$ cat config.mk
export PLATFORM = sky130hd
export DESIGN_NAME = atapio_ram
export DESIGN_NICKNAME = d
export VERILOG_FILES = /design/src/rtl/core/atapio_ram.sv
export SDC_FILE = /design/constraint.sdc
export NUM_CORES = 2
export LEC_CHECK = 0
export BUFFER_PORTS_ARGS = -buffer_cell sky130_fd_sc_hd__buf_2
export CAP_MARGIN = 10
export CORE_MARGIN = 2
export CORE_UTILIZATION = 50
export CTS_CLUSTER_SIZE = 40
export DETAILED_ROUTE_END_ITERATION = 12
export GPL_TIMING_DRIVEN = 0
export PLACE_DENSITY = 0.65
export REMOVE_ABC_BUFFERS = 1
export SYNTH_ARGS = -nofsm -noshare
export SYNTH_HDL_FRONTEND = slang
export SYNTH_SLANG_ARGS = --single-unit
$ cat constraint.sdc
create_clock -name clk -period 9.61 [get_ports clk]
set_input_delay 1.922 -clock clk [delete_from_list [all_inputs] [get_ports clk]]
set_output_delay 1.922 -clock clk [all_outputs]
set_load 0.01 [all_outputs]
$ cat src/rtl/core/atapio_ram.sv
// Generic single-port RAM with a registered read port.
// Depends on nothing.
module atapio_ram #(
	parameter int WIDTH = 16,
	parameter int DEPTH = 256
) (
	input  logic                                  clk,
	input  logic                                  en,
	input  logic                                  we,
	input  logic [(DEPTH > 1 ? $clog2(DEPTH) : 1)-1:0] addr,
	input  logic [WIDTH-1:0]                      wdata,
	output logic [WIDTH-1:0]                      rdata
);

	logic [WIDTH-1:0] mem [DEPTH];

	always_ff @(posedge clk) begin
		if (en) begin
			if (we) begin
				mem[addr] <= wdata;
			end else begin
				rdata <= mem[addr];
			end
		end
	end

endmodule

==> impl_metrics.toml <==
[critical_path]
ff2ff_path_depth = 5
slowest_stage = "o41ai_1"
cp.buffers_inverters = 6
path_class = "input port to flip-flop"
critPathLaunchType = "input port"
regToRegEndpoint = "rdata[14]"
slowest_delay_ns = 1.07
worstPathArrival_ns = 7.73
cp.required_ns = 10.21
r2r_slack_ns = 6.36
end_kind = "flip-flop"
regToRegStartpoint = "mem[9][14]"
crit_top_cell = "buf_16"
cpLargestDelayFamily = "buffers and inverters"
cp_max_fo = 102
path_cells = "buf_12 -> buf_16 -> buf_16 -> buf_16 -> buf_16 -> buf_16 -> mux4_2 -> a22oi_1 -> a21oi_1 -> o41ai_1 -> nand4_1"

[sta]
final.setup.tns_ns = 0
finClkSkew_ns = 0.0576
setup_violations = 0
rsz0062_at_grt = "no"
hold_violations = 0
fmax_ghz = 0.140
slew_headroom = 0.0800
tightest_slew_ns = 1.36
finalMaxSlewViolations = 0
period_needed_ns = 7.13
fin_crit_sh = 0.742
holdWs_ns = 1.04

[finish]
areaGrowthSynthToFinish_pct = 14.8
layout.nets = 7069
final_common_cell = "edfxtp_1"
final_cell_mix = "edfxtp_1 (4112), mux4_2 (1024), a22oi_1 (512), clkbuf_16 (408), nor2_2 (258)"
fin_util = 0.577
drive_gt1_frac = 0.303
fillerInstances = 21749

[floorplanning]
start_util = 0.503
die_w_um = 561
io_pins = 43
rows = 204
core_um2 = 309000
die-area_um2 = 315000
dieHeight_um = 561

[clock_network]
ctsResizeCount = 0
cts_sinks = 4112
post_cts_buffers = 0
tritoncts = "yes"
h-tree-depth = 5
clock_latency_ns = 0.99
cts_buffers = 407
clk_pin_slew_worst_paths_ns = 0.06
cts-root-buf = "clkbuf_16"
cts_hold_buffers = 0
cts_buffer_depth = 4

[synthesis]
syn_inst = 6705
ys_seq_area_frac = 0.795
synth_top_area_cell = "edfxtp_1"
synth_seq_cells = 4112
ys_types = 20
synthTopCellsByArea = "edfxtp_1 (80%), mux4_2 (15%), a22oi_1 (2.5%), a21oi_1 (0.83%), clkbuf_1 (0.65%)"
synth.avg_cell_area_um2 = 23.2
synth_area_um2 = 155000
synth_top_area_frac = 0.795
yosysWarnings = 0

[drt]
first_iter_violations = 10049
drtAntennaViolNets = 0
wl_um = 373000
viasPerCell = 6.35
drc = 0
vias = 73014
first_pass_iters = 6
wire_per_inst_um = 32.5

[run_status]
status = "completed"

[placed_design]
place.gp.congestion = 0.764
portBuffers = 42
hpwlAfterDp_um = 217000

[global_route]
first_global_vias = 73693
grt_max_degree = 143
grt_usage = 0.237
grt_overflow = 0
antenna_found_initial = 13
grt_pass1_wl_um = 536000

[power_and_ir_drop]
leakage_nw = 54.3
ir_drop_uv = 180
power-per-cell-area_nw_per_um2 = 206

[min_path]
min_path_type = "flip-flop to flip-flop"
hold_depth = 5
hold_end = "rdata[4]"
hold_start = "mem[106][4]"

[run]
cap_viol_max_count = 0
[kinds of logic after synthesis]
| family | share of synthesized area |
|---|---|
| simple gates | 0.00843 |
| mux | 0.149 |
| flops | 0.795 |
| buf+inv | 0.0110 |
| compound gates | 0.0366 |
[report_power, final]
part / switching (mW) / total (mW) / internal [mW]
registers: 0.0113 / 19.8 / 19.8
logic: 1.04 / 1.63 / 0.583
clock network: 6.72 / 15.4 / 8.64
[worst max-delay path by stage]
stage               slack [ns]           to  depth (start not counted)    start
detailed placement        1.30    rdata[14]                         11  addr[0]
global route              2.11    rdata[14]                         11  addr[0]
CTS                       2.26    rdata[14]                         11  addr[0]
global placement        -28.66     rdata[0]                          6  addr[0]
floorplan                -5.27  mem[164][0]                          3  addr[3]
finish                    2.48    rdata[14]                         11  addr[0]
[registers in the layout, indices dropped and copies added, names as in the netlist]
| name | cells |
|---|---|
| mem | 4096 |
| rdata | 16 |
[per-layer routing]
layer,routed length (um),track usage,up-vias
li1,-,-,29666
met1,149000,0.343,39288
met2,180000,0.371,3506
met3,33600,0.0439,548
met4,11300,0.0709,6
met5,41,0,-
[per-stage QoR]
| stage | setup slack, ns | total power, mW | instances | area [um2] |
|---|---|---|---|---|
| 2_1_floorplan | -5.27 | 20.8 | 6293 | 154000 |
| 3_3_place_gp | -28.66 | 22.9 | 10455 | 159000 |
| 3_5_place_dp | 1.30 | 21.8 | 10751 | 165000 |
| 4_1_cts | 2.26 | 37.0 | 11496 | 178000 |
| 5_1_grt | 2.11 | 37.7 | 11499 | 178000 |
| 6_report | 2.48 | 36.8 | 11506 | 178000 |
[Yosys cell counts]
master    number
or2_2          1
a21oi_1      256
clkbuf_1     268
edfxtp_1    4112
buf_2         91
and4_1         1
and2_1         2
buf_1         42
a22oi_1      512
nand2b_1       2
nand2_1       30
nor2b_1        7
nand4_1       16
nand3_1        4
o41ai_1       64
nor2_1       259
nor3b_1        2
nor3_1         1
buf_4         11
mux4_2      1024
[cell type report]
| cell class | count | area, um2 | area share |
|---|---|---|---|
| repair buffers | 340 | 5550 | 0.0311 |
| clock inverters | 242 | 2350 | 0.0132 |
| diodes | 8 | 20.0 | 0.000112 |
| well taps | 4120 | 5150 | 0.0289 |
| clock buffers | 503 | 10600 | 0.0593 |
| multi-input cells | 2181 | 31100 | 0.174 |
| flip-flops and latches | 4112 | 123000 | 0.693 |
[worst reg2reg max path, stage by stage (launching register included)]
cell      delay [ns]
edfxtp_1        0.37
mux4_2          0.45
a22oi_1         0.41
a21oi_1         0.30
o41ai_1         1.08
nand4_1         0.34
(Power assumes the default switching activity.)
