File: config.mk
export PLATFORM = sky130hd
export DESIGN_NAME = atapio_ctrl
export DESIGN_NICKNAME = d
export VERILOG_FILES = /design/src/rtl/core/atapio_pkg.sv /design/src/rtl/core/atapio_ctrl.sv
export SDC_FILE = /design/constraint.sdc
export NUM_CORES = 1
export LEC_CHECK = 0
export ABC_AREA = 1
export BUFFER_PORTS_ARGS = -buffer_cell sky130_fd_sc_hd__buf_2
export CORE_MARGIN = 2
export CORE_UTILIZATION = 30
export CTS_BUF_LIST = sky130_fd_sc_hd__clkbuf_4 sky130_fd_sc_hd__clkbuf_8 sky130_fd_sc_hd__clkbuf_16
export DETAILED_ROUTE_END_ITERATION = 8
export GPL_TIMING_DRIVEN = 0
export MAX_ROUTING_LAYER = met4
export PLACE_DENSITY = 0.57
export SYNTH_ARGS = -nofsm -noshare
export SYNTH_HDL_FRONTEND = slang
export SYNTH_SLANG_ARGS = --single-unit
File: constraint.sdc
create_clock -name clk -period 2.92 [get_ports clk]
set_clock_uncertainty 0.05 [all_clocks]
set_input_delay 0.584 -clock clk [delete_from_list [all_inputs] [get_ports clk]]
set_output_delay 0.584 -clock clk [all_outputs]
set_load 0.02 [all_outputs]
File: src/rtl/core/atapio_pkg.sv
// Package for the ATA PIO task-file disk: sizes, register offsets, command
// and status codes, and the types used by the control logic and the top level.
// Depends on nothing.
package atapio_pkg;

	localparam int DISK_SECTORS     = 64;
	localparam int WORDS_PER_SECTOR = 256;
	localparam int STORE_WORDS      = DISK_SECTORS * WORDS_PER_SECTOR;
	localparam int STORE_AW         = $clog2(STORE_WORDS);
	localparam int WORD_W           = 16;
	localparam int WPOS_W           = $clog2(WORDS_PER_SECTOR);
	localparam int LBA_W            = 28;
	localparam int LEFT_W           = 9;

	localparam logic KIND_READ  = 1'b0;
	localparam logic KIND_WRITE = 1'b1;

	localparam logic [7:0] CMD_READ  = 8'h20;
	localparam logic [7:0] CMD_WRITE = 8'h30;
	localparam logic [7:0] CMD_FLUSH = 8'hE7;

	localparam logic [7:0] ERR_IDNF = 8'h10;
	localparam logic [7:0] ERR_ABRT = 8'h04;

	localparam logic [7:0] STAT_DRDY = 8'h40;
	localparam logic [7:0] STAT_DRQ  = 8'h08;
	localparam logic [7:0] STAT_ERR  = 8'h01;

	localparam logic [7:0] DRIVE_RESET = 8'hA0;
	localparam logic [7:0] COUNT_RESET = 8'h01;

	typedef enum logic [2:0] {
		REG_DATA,
		REG_ERROR,
		REG_COUNT,
		REG_LBA_LOW,
		REG_LBA_MID,
		REG_LBA_HIGH,
		REG_DRIVE,
		REG_STATUS
	} reg_off_t;

	typedef enum logic [1:0] {
		XFER_IDLE,
		XFER_READ,
		XFER_WRITE
	} xfer_mode_t;

	typedef enum logic {
		ST_IDLE,
		ST_READ
	} state_t;

	typedef struct packed {
		logic                rd;
		logic                wr;
		logic [STORE_AW-1:0] addr;
		logic [WORD_W-1:0]   wdata;
	} ram_req_t;

endpackage

File: src/rtl/core/atapio_ctrl.sv
// Task-file register bank and transfer bookkeeping of the ATA PIO disk.
// Depends on atapio_pkg; drives the word-store requests.
module atapio_ctrl (
	input  logic                         clk,
	input  logic                         arst_n,
	input  logic                         acc,
	input  logic                         kind,
	input  atapio_pkg::reg_off_t         reg_offset,
	input  logic [atapio_pkg::WORD_W-1:0] write_data,
	output atapio_pkg::ram_req_t         req,
	output logic [atapio_pkg::WORD_W-1:0] reg_rdata
);
	import atapio_pkg::*;

	logic [7:0]        low_q, mid_q, high_q, drive_q, count_q, err_q;
	logic              serr_q;
	xfer_mode_t        mode_q;
	logic [WPOS_W-1:0] word_q;
	logic [LEFT_W-1:0] left_q;
	logic [LBA_W-1:0]  cur_q;

	logic [LBA_W-1:0]  lba;
	logic [LEFT_W-1:0] nsect;
	logic              range_bad;
	logic              data_rd, data_wr;
	logic [LEFT_W-1:0] left_next;
	logic [7:0]        wbyte;
	logic [7:0]        status;

	always_comb begin
		wbyte     = write_data[7:0];
		lba       = {drive_q[3:0], high_q, mid_q, low_q};
		nsect     = (count_q == 8'd0) ? LEFT_W'(WORDS_PER_SECTOR) : {1'b0, count_q};
		range_bad = ({1'b0, lba} + {{(LBA_W + 1 - LEFT_W){1'b0}}, nsect})
			> (LBA_W + 1)'(DISK_SECTORS);
		data_rd   = acc && (kind == KIND_READ) && (reg_offset == REG_DATA)
			&& (mode_q == XFER_READ);
		data_wr   = acc && (kind == KIND_WRITE) && (reg_offset == REG_DATA)
			&& (mode_q == XFER_WRITE);
		left_next = (left_q != '0) ? left_q - 1'b1 : left_q;
		status    = STAT_DRDY | ((mode_q != XFER_IDLE) ? STAT_DRQ : 8'h00)
			| (serr_q ? STAT_ERR : 8'h00);
		req.rd    = data_rd;
		req.wr    = data_wr;
		req.addr  = STORE_AW'({cur_q, word_q});
		req.wdata = write_data;
	end

	always_comb begin
		reg_rdata = '0;
		if (kind == KIND_READ) begin
			unique case (reg_offset)
				REG_DATA:     reg_rdata = '0;
				REG_ERROR:    reg_rdata = {8'h00, err_q};
				REG_COUNT:    reg_rdata = {8'h00, count_q};
				REG_LBA_LOW:  reg_rdata = {8'h00, low_q};
				REG_LBA_MID:  reg_rdata = {8'h00, mid_q};
				REG_LBA_HIGH: reg_rdata = {8'h00, high_q};
				REG_DRIVE:    reg_rdata = {8'h00, drive_q};
				REG_STATUS:   reg_rdata = {8'h00, status};
			endcase
		end
	end

	always_ff @(posedge clk or negedge arst_n) begin
		if (!arst_n) begin
			low_q   <= '0;
			mid_q   <= '0;
			high_q  <= '0;
			drive_q <= DRIVE_RESET;
			count_q <= COUNT_RESET;
			err_q   <= '0;
			serr_q  <= 1'b0;
			mode_q  <= XFER_IDLE;
			word_q  <= '0;
			left_q  <= '0;
			cur_q   <= '0;
		end else if (acc) begin
			if (data_rd || data_wr) begin
				word_q <= word_q + 1'b1;
				if (word_q == {WPOS_W{1'b1}}) begin
					cur_q  <= cur_q + 1'b1;
					left_q <= left_next;
					if (left_next == '0) begin
						mode_q <= XFER_IDLE;
					end
				end
			end
			if (kind == KIND_WRITE) begin
				unique case (reg_offset)
					REG_DATA, REG_ERROR: ;
					REG_COUNT:    count_q <= wbyte;
					REG_LBA_LOW:  low_q   <= wbyte;
					REG_LBA_MID:  mid_q   <= wbyte;
					REG_LBA_HIGH: high_q  <= wbyte;
					REG_DRIVE:    drive_q <= wbyte;
					REG_STATUS: begin
						case (wbyte) inside
							CMD_READ, CMD_WRITE: begin
								if (range_bad) begin
									serr_q <= 1'b1;
									err_q  <= ERR_IDNF;
									mode_q <= XFER_IDLE;
								end else begin
									serr_q <= 1'b0;
									err_q  <= '0;
									cur_q  <= lba;
									left_q <= nsect;
									word_q <= '0;
									mode_q <= (wbyte == CMD_READ) ? XFER_READ : XFER_WRITE;
								end
							end
							CMD_FLUSH: begin
								serr_q <= 1'b0;
								err_q  <= '0;
								mode_q <= XFER_IDLE;
							end
							default: begin
								serr_q <= 1'b1;
								err_q  <= ERR_ABRT;
								mode_q <= XFER_IDLE;
							end
						endcase
					end
				endcase
			end
		end
	end

endmodule

==> out/summary.json, run 1 <==
{
  "period_share": {"value": 105, "unit": "%"},
  "cts_sink_count": {"value": 68},
  "design_area": {"value": 6790, "unit": "µm²"},
  "timing.final.hold_violations": {"value": 0},
  "number_of_nets_in_the_layout": {"value": 985},
  "worst_path_max_delay_cell": {"value": "sky130_fd_sc_hd__dfrtp_2"},
  "place.port_buffers": {"value": 53},
  "critical_path_required": {"value": 3150, "unit": "ps"},
  "synth.ff_latch_count": {"value": 68},
  "synth.cell_area": {"value": 5410, "unit": "µm²"},
  "rows": {"value": 49},
  "synth-edff-count": {"value": 0},
  "post_drt_via_cell_ratio": {"value": 4.84},
  "violations": {"value": "negative setup slack"},
  "worst-path-buf-inv": {"value": 15},
  "average_detailed_routed_wire_length_per_instance": {"value": 14.4, "unit": "µm"},
  "hold_class": {"value": "primary input to async pin"},
  "layout_setup_ws": {"value": -150, "unit": "ps"},
  "synth_flop_cell": {"value": "sky130_fd_sc_hd__dfrtp_1"},
  "area_of_the_multi_input_gates": {"value": 3120, "unit": "µm²"},
  "die-width": {"value": 138, "unit": "µm"},
  "antenna_violating_nets_left": {"value": 0},
  "critical_path_arrival": {"value": 3300, "unit": "ps"},
  "slowest_delay": {"value": 440, "unit": "ps"},
  "cts-htree-levels": {"value": 3},
  "crit_path_max_fanout": {"value": 3},
  "yosysWarningCount": {"value": 0},
  "gpl.final_weighted_congestion": {"value": 0.941},
  "hpwlAfterDp": {"value": 12800, "unit": "µm"},
  "most_frequent_cells_in_the_layout": {"value": "sky130_fd_sc_hd__nand2_1, sky130_fd_sc_hd__inv_1, sky130_fd_sc_hd__nor2_1, sky130_fd_sc_hd__nand3_1, sky130_fd_sc_hd__dfrtp_1"},
  "syn_to_final_growth": {"value": 25.7, "unit": "%"},
  "tns": {"value": -2110, "unit": "ps"},
  "leakage": {"value": 3.58, "unit": "nW"},
  "tritoncts": {"value": "yes"},
  "detailedRoute.firstIterationViolations": {"value": 464},
  "async_set_or_reset_register_ratio_after_synthesis": {"value": 100, "unit": "%"},
  "cts.clk_slew.worst_paths": {"value": 60, "unit": "ps"},
  "initial_core_util": {"value": 30.3, "unit": "%"},
  "crit_chain": {"value": "nor4_4, nand2_1, buf_4, buf_4, buf_4, buf_4, buf_4, buf_4, buf_4, buf_4, buf_4, buf_4, buf_4, buf_4, buf_4, buf_4, buf_4, nand4_1, nand3_1, nand2_1"},
  "detail_route.wirelength": {"value": 17100, "unit": "µm"},
  "cp_common_cell": {"value": "sky130_fd_sc_hd__buf_4"},
  "maxSlewHeadroom": {"value": 30.4, "unit": "%"},
  "grt.total_usage": {"value": 18.2, "unit": "%"},
  "highest_attainable_clock_frequency": {"value": 326, "unit": "MHz"},
  "die_area": {"value": 19100, "unit": "µm²"},
  "setup.worst_path.start_class": {"value": "flop"},
  "first_global_vias": {"value": 5174},
  "avgSynthCellArea": {"value": 6.40, "unit": "µm²"},
  "synth_cell_types": {"value": 44},
  "final-seq-area": {"value": 1710, "unit": "µm²"},
  "post_placement_worst_setup_slack": {"value": -469, "unit": "ps"},
  "rsz0062_at_grt": {"value": "true"},
  "finalMaxSlewViolations": {"value": 0},
  "cts.root.buffer_cell": {"value": "sky130_fd_sc_hd__clkbuf_16"},
  "status": {"value": "complete, but fails checks"},
  "synth.yosys.seq_area_share": {"value": 31.6, "unit": "%"},
  "dpl_cell_area": {"value": 6010, "unit": "µm²"},
  "worst_hold_slack_after_final_layout": {"value": 174, "unit": "ps"},
  "clk-insertion-delay-late": {"value": 340, "unit": "ps"},
  "layout_commonest_cell": {"value": "sky130_fd_sc_hd__nand2_1"},
  "vias_after_detailed_routing": {"value": 5729},
  "peakVddDrop": {"value": 279, "unit": "µV"},
  "grt_start_max_net_pins": {"value": 69},
  "worst-r2r-setup-slack": {"value": -150, "unit": "ps"},
  "drive_gt1_share": {"value": 20.6, "unit": "%"},
  "timing.critical_path.max_delay_family": {"value": "buffers and inverters"},
  "worst_slew_pin_slew": {"value": 1030, "unit": "ps"},
  "max_capacitance_violation_total": {"value": 0},
  "critical_path_class": {"value": "flop to flop"},
  "grt_antenna_before_repair": {"value": 0},
  "globalRoute.totalOverflow": {"value": 0},
  "drt-pass1-iter-count": {"value": 6},
  "final_total_power": {"value": 3.73, "unit": "mW"},
  "drc": {"value": 0},
  "num_io_pins": {"value": 71},
  "fillerInstances": {"value": 1878},
  "cts_max_path_buffers": {"value": 2},
  "setup.worst_path.end_class": {"value": "flop"},
  "fin_crit": {"value": 3070, "unit": "ps"},
  "design.core.area": {"value": 17800, "unit": "µm²"},
  "antenna_cells": {"value": 0},
  "cts_made_buffers": {"value": 9},
  "synth_cells": {"value": 845},
  "chipHeight": {"value": 138, "unit": "µm"},
  "power_density": {"value": 550, "unit": "nW/µm²"},
  "grt_pass1_wl": {"value": 27300, "unit": "µm"},
  "finalSetupViolations": {"value": 25}
}
## layer usage
layer / GRT usage, % / vias up / part of all wire (%)
met1: 25.3 / 2641 / 47
met2: 27.8 / 185 / 45
met3: 2.36 / 22 / 5.5
met5: - / - / 0
met4: 5.69 / 0 / 1.9
li1: - / 2881 / -
## power by group
| group | total [mW] | internal (mW) | switching (mW) |
|---|---|---|---|
| Sequential | 1.29 | 1.10 | 0.192 |
| Combinational | 1.32 | 0.497 | 0.826 |
| Clock | 1.12 | 0.695 | 0.429 |
| Total | 3.73 | 2.29 | 1.45 |
## worst paths after layout
path / start / end / cells past startpoint
max in group asynchronous: arst_n / drive_q[5]$_DFFE_PN1P_ / 2
hold / removal: arst_n / left_q[2]$_DFFE_PN0P_ / 2
hold reg to reg: left_q[8]$_DFFE_PN0P_ / left_q[8]$_DFFE_PN0P_ / 2
min in group clk: left_q[8]$_DFFE_PN0P_ / left_q[8]$_DFFE_PN0P_ / 2
setup reg to reg: count_q[1]$_DFFE_PN0P_ / left_q[8]$_DFFE_PN0P_ / 20
setup / recovery: count_q[1]$_DFFE_PN0P_ / left_q[8]$_DFFE_PN0P_ / 20
## kinds of logic (layout without fill, tap and decap cells)
family | count (synthesis) | count (layout) | share of synthesized area (%)
compound gates | 92 | 92 | 9.47
xor+xnor | 18 | 18 | 2.92
fa+ha+maj | 13 | 13 | 3.15
buf+inv | 186 | 288 | 15.0
flops | 68 | 68 | 31.6
other cells | 1 | 8 | 0.0694
simple gates | 467 | 467 | 37.8
## final cells by class
| class | instances | area share, % |
|---|---|---|
| clock inverter | 5 | 0.902 |
| sequential | 68 | 25.2 |
| tap | 229 | 4.22 |
| buffer | 49 | 4.46 |
| multi-input combinational | 598 | 45.9 |
| clock buffer | 11 | 3.63 |
| inverter | 137 | 7.61 |
| timing repair buffer | 86 | 8.14 |
## sequential cells by signal, indices dropped and copies added, names as in the netlist
register,flops
drive_q,8
cur_q,6
high_q,8
mode_q,2
err_q,2
word_q,8
serr_q,1
low_q,8
count_q,8
left_q,9
mid_q,8
## Yosys cell counts, types with 2 or more instances
cell                       count  area share, %
sky130_fd_sc_hd__nor4_1        5           0.58
sky130_fd_sc_hd__dfrtp_1      65             30
sky130_fd_sc_hd__nand3_1      73            6.8
sky130_fd_sc_hd__inv_1       133            9.2
sky130_fd_sc_hd__a221oi_1      4           0.65
sky130_fd_sc_hd__ha_1         12            2.8
sky130_fd_sc_hd__inv_2         3           0.21
sky130_fd_sc_hd__o22ai_1      11            1.3
sky130_fd_sc_hd__nand4_1      29            3.4
sky130_fd_sc_hd__xor2_1       14            2.3
sky130_fd_sc_hd__xnor2_1       4           0.65
sky130_fd_sc_hd__buf_2         2           0.19
sky130_fd_sc_hd__dfstp_2       3            1.5
sky130_fd_sc_hd__nor3_1       11            1.0
sky130_fd_sc_hd__o21ai_1       3           0.28
sky130_fd_sc_hd__nor2_2        4           0.46
sky130_fd_sc_hd__or2_2         2           0.23
sky130_fd_sc_hd__a22oi_1       2           0.28
sky130_fd_sc_hd__o21ai_0      49            4.5
sky130_fd_sc_hd__clkbuf_1     17            1.2
sky130_fd_sc_hd__nand3b_1      5           0.69
sky130_fd_sc_hd__nand2_1     253             18
sky130_fd_sc_hd__nor3_2        2           0.37
sky130_fd_sc_hd__nor2_1       73            5.1
sky130_fd_sc_hd__buf_4        28            3.9
sky130_fd_sc_hd__nand2_2       4           0.46
sky130_fd_sc_hd__a21oi_1      17            1.6
## through the flow
stage,util (%),instances
5_1_grt,38.1,1183
2_1_floorplan,-,852
3_5_place_dp,33.7,1135
3_3_place_gp,33.5,1134
6_report,38.1,1183
4_1_cts,37.2,1178
## what timing repair did
action / 4_1_cts / 5_1_grt
gates cloned: 2 / 0
buffers inserted: 26 / 6
hold buffers: 0 / 0
gates resized for setup: 30 / 31
pin swaps: 19 / 26
endpoints found under the setup margin: 27 / 32
No activity file was read; power rests on OpenSTA's default activity.
==> run 2: changes to the inputs <==
--- a/config.mk
+++ b/config.mk
@@ -9,7 +9,7 @@
 export BUFFER_PORTS_ARGS = -buffer_cell sky130_fd_sc_hd__buf_2
 export CORE_MARGIN = 2
 export CORE_UTILIZATION = 30
-export CTS_BUF_LIST = sky130_fd_sc_hd__clkbuf_4 sky130_fd_sc_hd__clkbuf_8 sky130_fd_sc_hd__clkbuf_16
+export CTS_BUF_LIST = sky130_fd_sc_hd__clkbuf_4 sky130_fd_sc_hd__clkbuf_8
 export DETAILED_ROUTE_END_ITERATION = 8
 export GPL_TIMING_DRIVEN = 0
 export MAX_ROUTING_LAYER = met4
==> run 2 against run 1 <==
  * Sequential power about the same
  * Non-clock buffer count down 13
  * Highest routed layer unchanged
  * Count of clock-buffer cells in the layout unchanged
  * Via count down 2.0%
  * Global-route usage down 0.32 points
  * Critical path depth up 3
  * Maximum frequency up 3.1%
  * Largest cell class unchanged
  * Die area unchanged
  * Total power down 8.8%
  * The run still ends with negative setup slack left
  * Largest power group unchanged
  * Final cell count down 1.1%
  * Flip-flop and latch count unchanged
  * Setup slack better by 92 ps
==> out/summary.json, run 2 (same netlist as run 1, synthesis figures left out) <==
{
  "setup.worst_path.end_class": {"value": "flop"},
  "cts-htree-levels": {"value": 3},
  "most_frequent_cells_in_the_layout": {"value": "sky130_fd_sc_hd__nand2_1, sky130_fd_sc_hd__inv_1, sky130_fd_sc_hd__nor2_1, sky130_fd_sc_hd__nand3_1, sky130_fd_sc_hd__dfrtp_1"},
  "timing.final.hold_violations": {"value": 0},
  "first_global_vias": {"value": 5106},
  "worst_slew_pin_slew": {"value": 1030, "unit": "ps"},
  "critical_path_class": {"value": "flop to flop"},
  "grt_start_max_net_pins": {"value": 69},
  "worst_hold_slack_after_final_layout": {"value": 165, "unit": "ps"},
  "critical_path_required": {"value": 3160, "unit": "ps"},
  "drive_gt1_share": {"value": 20.1, "unit": "%"},
  "layout_setup_ws": {"value": -58.2, "unit": "ps"},
  "tritoncts": {"value": "yes"},
  "wl_met2": {"value": 7580, "unit": "µm"},
  "rsz0062_at_grt": {"value": "true"},
  "critical_path_arrival": {"value": 3220, "unit": "ps"},
  "layout_commonest_cell": {"value": "sky130_fd_sc_hd__nand2_1"},
  "drt-pass1-iter-count": {"value": 5},
  "dr_wl_met3": {"value": 894, "unit": "µm"},
  "detailedRoute.firstIterationViolations": {"value": 407},
  "place.port_buffers": {"value": 53},
  "max_capacitance_violation_total": {"value": 0},
  "cts_sink_count": {"value": 68},
  "internal_power": {"value": 2.00, "unit": "mW"},
  "setup.worst_path.start_class": {"value": "flop"},
  "peakVddDrop": {"value": 285, "unit": "µV"},
  "finalMaxSlewViolations": {"value": 0},
  "dp_cells": {"value": 1135},
  "grt_antenna_before_repair": {"value": 0},
  "rows": {"value": 49},
  "seqPwrFrac": {"value": 37.5, "unit": "%"},
  "grt.total_usage": {"value": 17.9, "unit": "%"},
  "period_share": {"value": 102, "unit": "%"},
  "drc": {"value": 0},
  "syn_to_final_growth": {"value": 22.2, "unit": "%"},
  "detail_route.wirelength": {"value": 16800, "unit": "µm"},
  "globalRoute.totalOverflow": {"value": 0},
  "leakage": {"value": 3.47, "unit": "nW"},
  "fillerInstances": {"value": 1905},
  "gpl.final_weighted_congestion": {"value": 0.941},
  "dpl_cell_area": {"value": 6010, "unit": "µm²"},
  "status": {"value": "complete, but fails checks"},
  "m1WireLength": {"value": 8030, "unit": "µm"},
  "max_flop_register": {"value": "left_q"},
  "hold_class": {"value": "primary input to async pin"},
  "antenna_cells": {"value": 0},
  "power.clock.fraction": {"value": 23.9, "unit": "%"},
  "highest_attainable_clock_frequency": {"value": 336, "unit": "MHz"},
  "die_area": {"value": 19100, "unit": "µm²"},
  "antenna_violating_nets_left": {"value": 0},
  "clk-insertion-delay-late": {"value": 360, "unit": "ps"},
  "design.core.area": {"value": 17800, "unit": "µm²"},
  "hpwlAfterDp": {"value": 12800, "unit": "µm"},
  "cts_made_buffers": {"value": 9},
  "vias_after_detailed_routing": {"value": 5614},
  "cts.root.buffer_cell": {"value": "sky130_fd_sc_hd__clkbuf_8"},
  "fin_crit": {"value": 2980, "unit": "ps"},
  "final_total_power": {"value": 3.41, "unit": "mW"},
  "finalSetupViolations": {"value": 21},
  "num_io_pins": {"value": 71},
  "post_drt_via_cell_ratio": {"value": 4.80},
  "power_switching_share": {"value": 41.1, "unit": "%"},
  "number_of_nets_in_the_layout": {"value": 972},
  "cts_max_path_buffers": {"value": 2},
  "combinationalPowerShare": {"value": 38.6, "unit": "%"},
  "tns": {"value": -589, "unit": "ps"},
  "layout.cells.non_filler": {"value": 1170},
  "largest_register_ff_count": {"value": 9},
  "chipHeight": {"value": 138, "unit": "µm"},
  "power.net_switching": {"value": 1.40, "unit": "mW"},
  "cts.clk_slew.worst_paths": {"value": 80, "unit": "ps"},
  "cts.hold.buffers_added": {"value": 0},
  "design_area": {"value": 6610, "unit": "µm²"},
  "maxSlewHeadroom": {"value": 30.5, "unit": "%"},
  "average_detailed_routed_wire_length_per_instance": {"value": 14.4, "unit": "µm"},
  "crit_path_max_fanout": {"value": 8},
  "die-width": {"value": 138, "unit": "µm"},
  "grt_pass1_wl": {"value": 26900, "unit": "µm"},
  "violations": {"value": "negative setup slack"},
  "initial_core_util": {"value": 30.3, "unit": "%"},
  "topRoutingLayerUsed": {"value": "met4"},
  "power_density": {"value": 515, "unit": "nW/µm²"}
}
run 2: critical path: stages (launching register included):
cell,delay [ps]
sky130_fd_sc_hd__dfrtp_2,430
sky130_fd_sc_hd__nor4_2,270
sky130_fd_sc_hd__nand2_1,110
sky130_fd_sc_hd__inv_2,80
sky130_fd_sc_hd__ha_4,230
sky130_fd_sc_hd__nand2_4,110
sky130_fd_sc_hd__inv_1,40
sky130_fd_sc_hd__nand2_1,70
sky130_fd_sc_hd__nand2_2,70
sky130_fd_sc_hd__inv_2,70
sky130_fd_sc_hd__nand3_2,120
sky130_fd_sc_hd__nand2_1,80
sky130_fd_sc_hd__nand2_1,50
sky130_fd_sc_hd__nor2_1,90
sky130_fd_sc_hd__nand2_1,90
sky130_fd_sc_hd__nor2_2,100
sky130_fd_sc_hd__nand3_2,110
sky130_fd_sc_hd__nor2_4,120
sky130_fd_sc_hd__buf_12,130
sky130_fd_sc_hd__nand3_4,100
sky130_fd_sc_hd__buf_6,200
sky130_fd_sc_hd__nand2_1,50
sky130_fd_sc_hd__nand3_1,70
sky130_fd_sc_hd__nand2_1,80
run 2: final timing paths:
path | to | start | slack [ps] | cells after the start
hold / removal | left_q[2]$_DFFE_PN0P_ | arst_n | 160 | 2
hold reg to reg | left_q[8]$_DFFE_PN0P_ | left_q[8]$_DFFE_PN0P_ | 460 | 2
max in group asynchronous | drive_q[5]$_DFFE_PN1P_ | arst_n | 2300 | 2
setup / recovery | left_q[2]$_DFFE_PN0P_ | count_q[1]$_DFFE_PN0P_ | -60 | 23
min in group clk | drive_q[5]$_DFFE_PN1P_ | write_data[5] | 440 | 3
setup reg to reg | left_q[2]$_DFFE_PN0P_ | count_q[1]$_DFFE_PN0P_ | -60 | 23
run 2: power groups by stage:
stage | registers (mW) | logic (mW) | clock network [mW]
detailed placement | 1.29 | 1.13 | 0
global placement | 1.29 | 1.12 | 0
CTS | 1.27 | 1.24 | 0.834
global route | 1.30 | 1.47 | 0.869
finish | 1.28 | 1.31 | 0.814
floorplan | 1.22 | 0.819 | 0
run 2: area by class of cell:
class	count	area, µm²	share of cell area (%)
plain buffers	49	303	4.58
clock buffers	11	145	2.20
well taps	229	287	4.34
multi-input cells	598	3130	47.4
inverters	137	517	7.82
flip-flops and latches	68	1710	25.9
clock inverters	5	61.3	0.928
repair buffers	73	452	6.84
run 2: per-layer routing:
metal  GRT usage, %  up-vias
li1               -     2847
met1           25.0     2586
met2           27.4      161
met3           2.36       20
met4           4.94        0
met5              -        -
run 2: metrics by stage:
| stage | utilization (%) | worst slack (ps) |
|---|---|---|
| floorplan | - | 133 |
| CTS | 36.3 | -93.2 |
| finish | 37.0 | -58.2 |
| global placement | 33.5 | -489 |
| global route | 37.0 | -247 |
| detailed placement | 33.7 | -469 |
run 2: repair_timing:
item | CTS | global route
resized for setup | 33 | 30
setup buffers | 14 | 3
endpoints found under the setup margin | 27 | 32
gates cloned | 2 | 0
pin swaps | 15 | 15
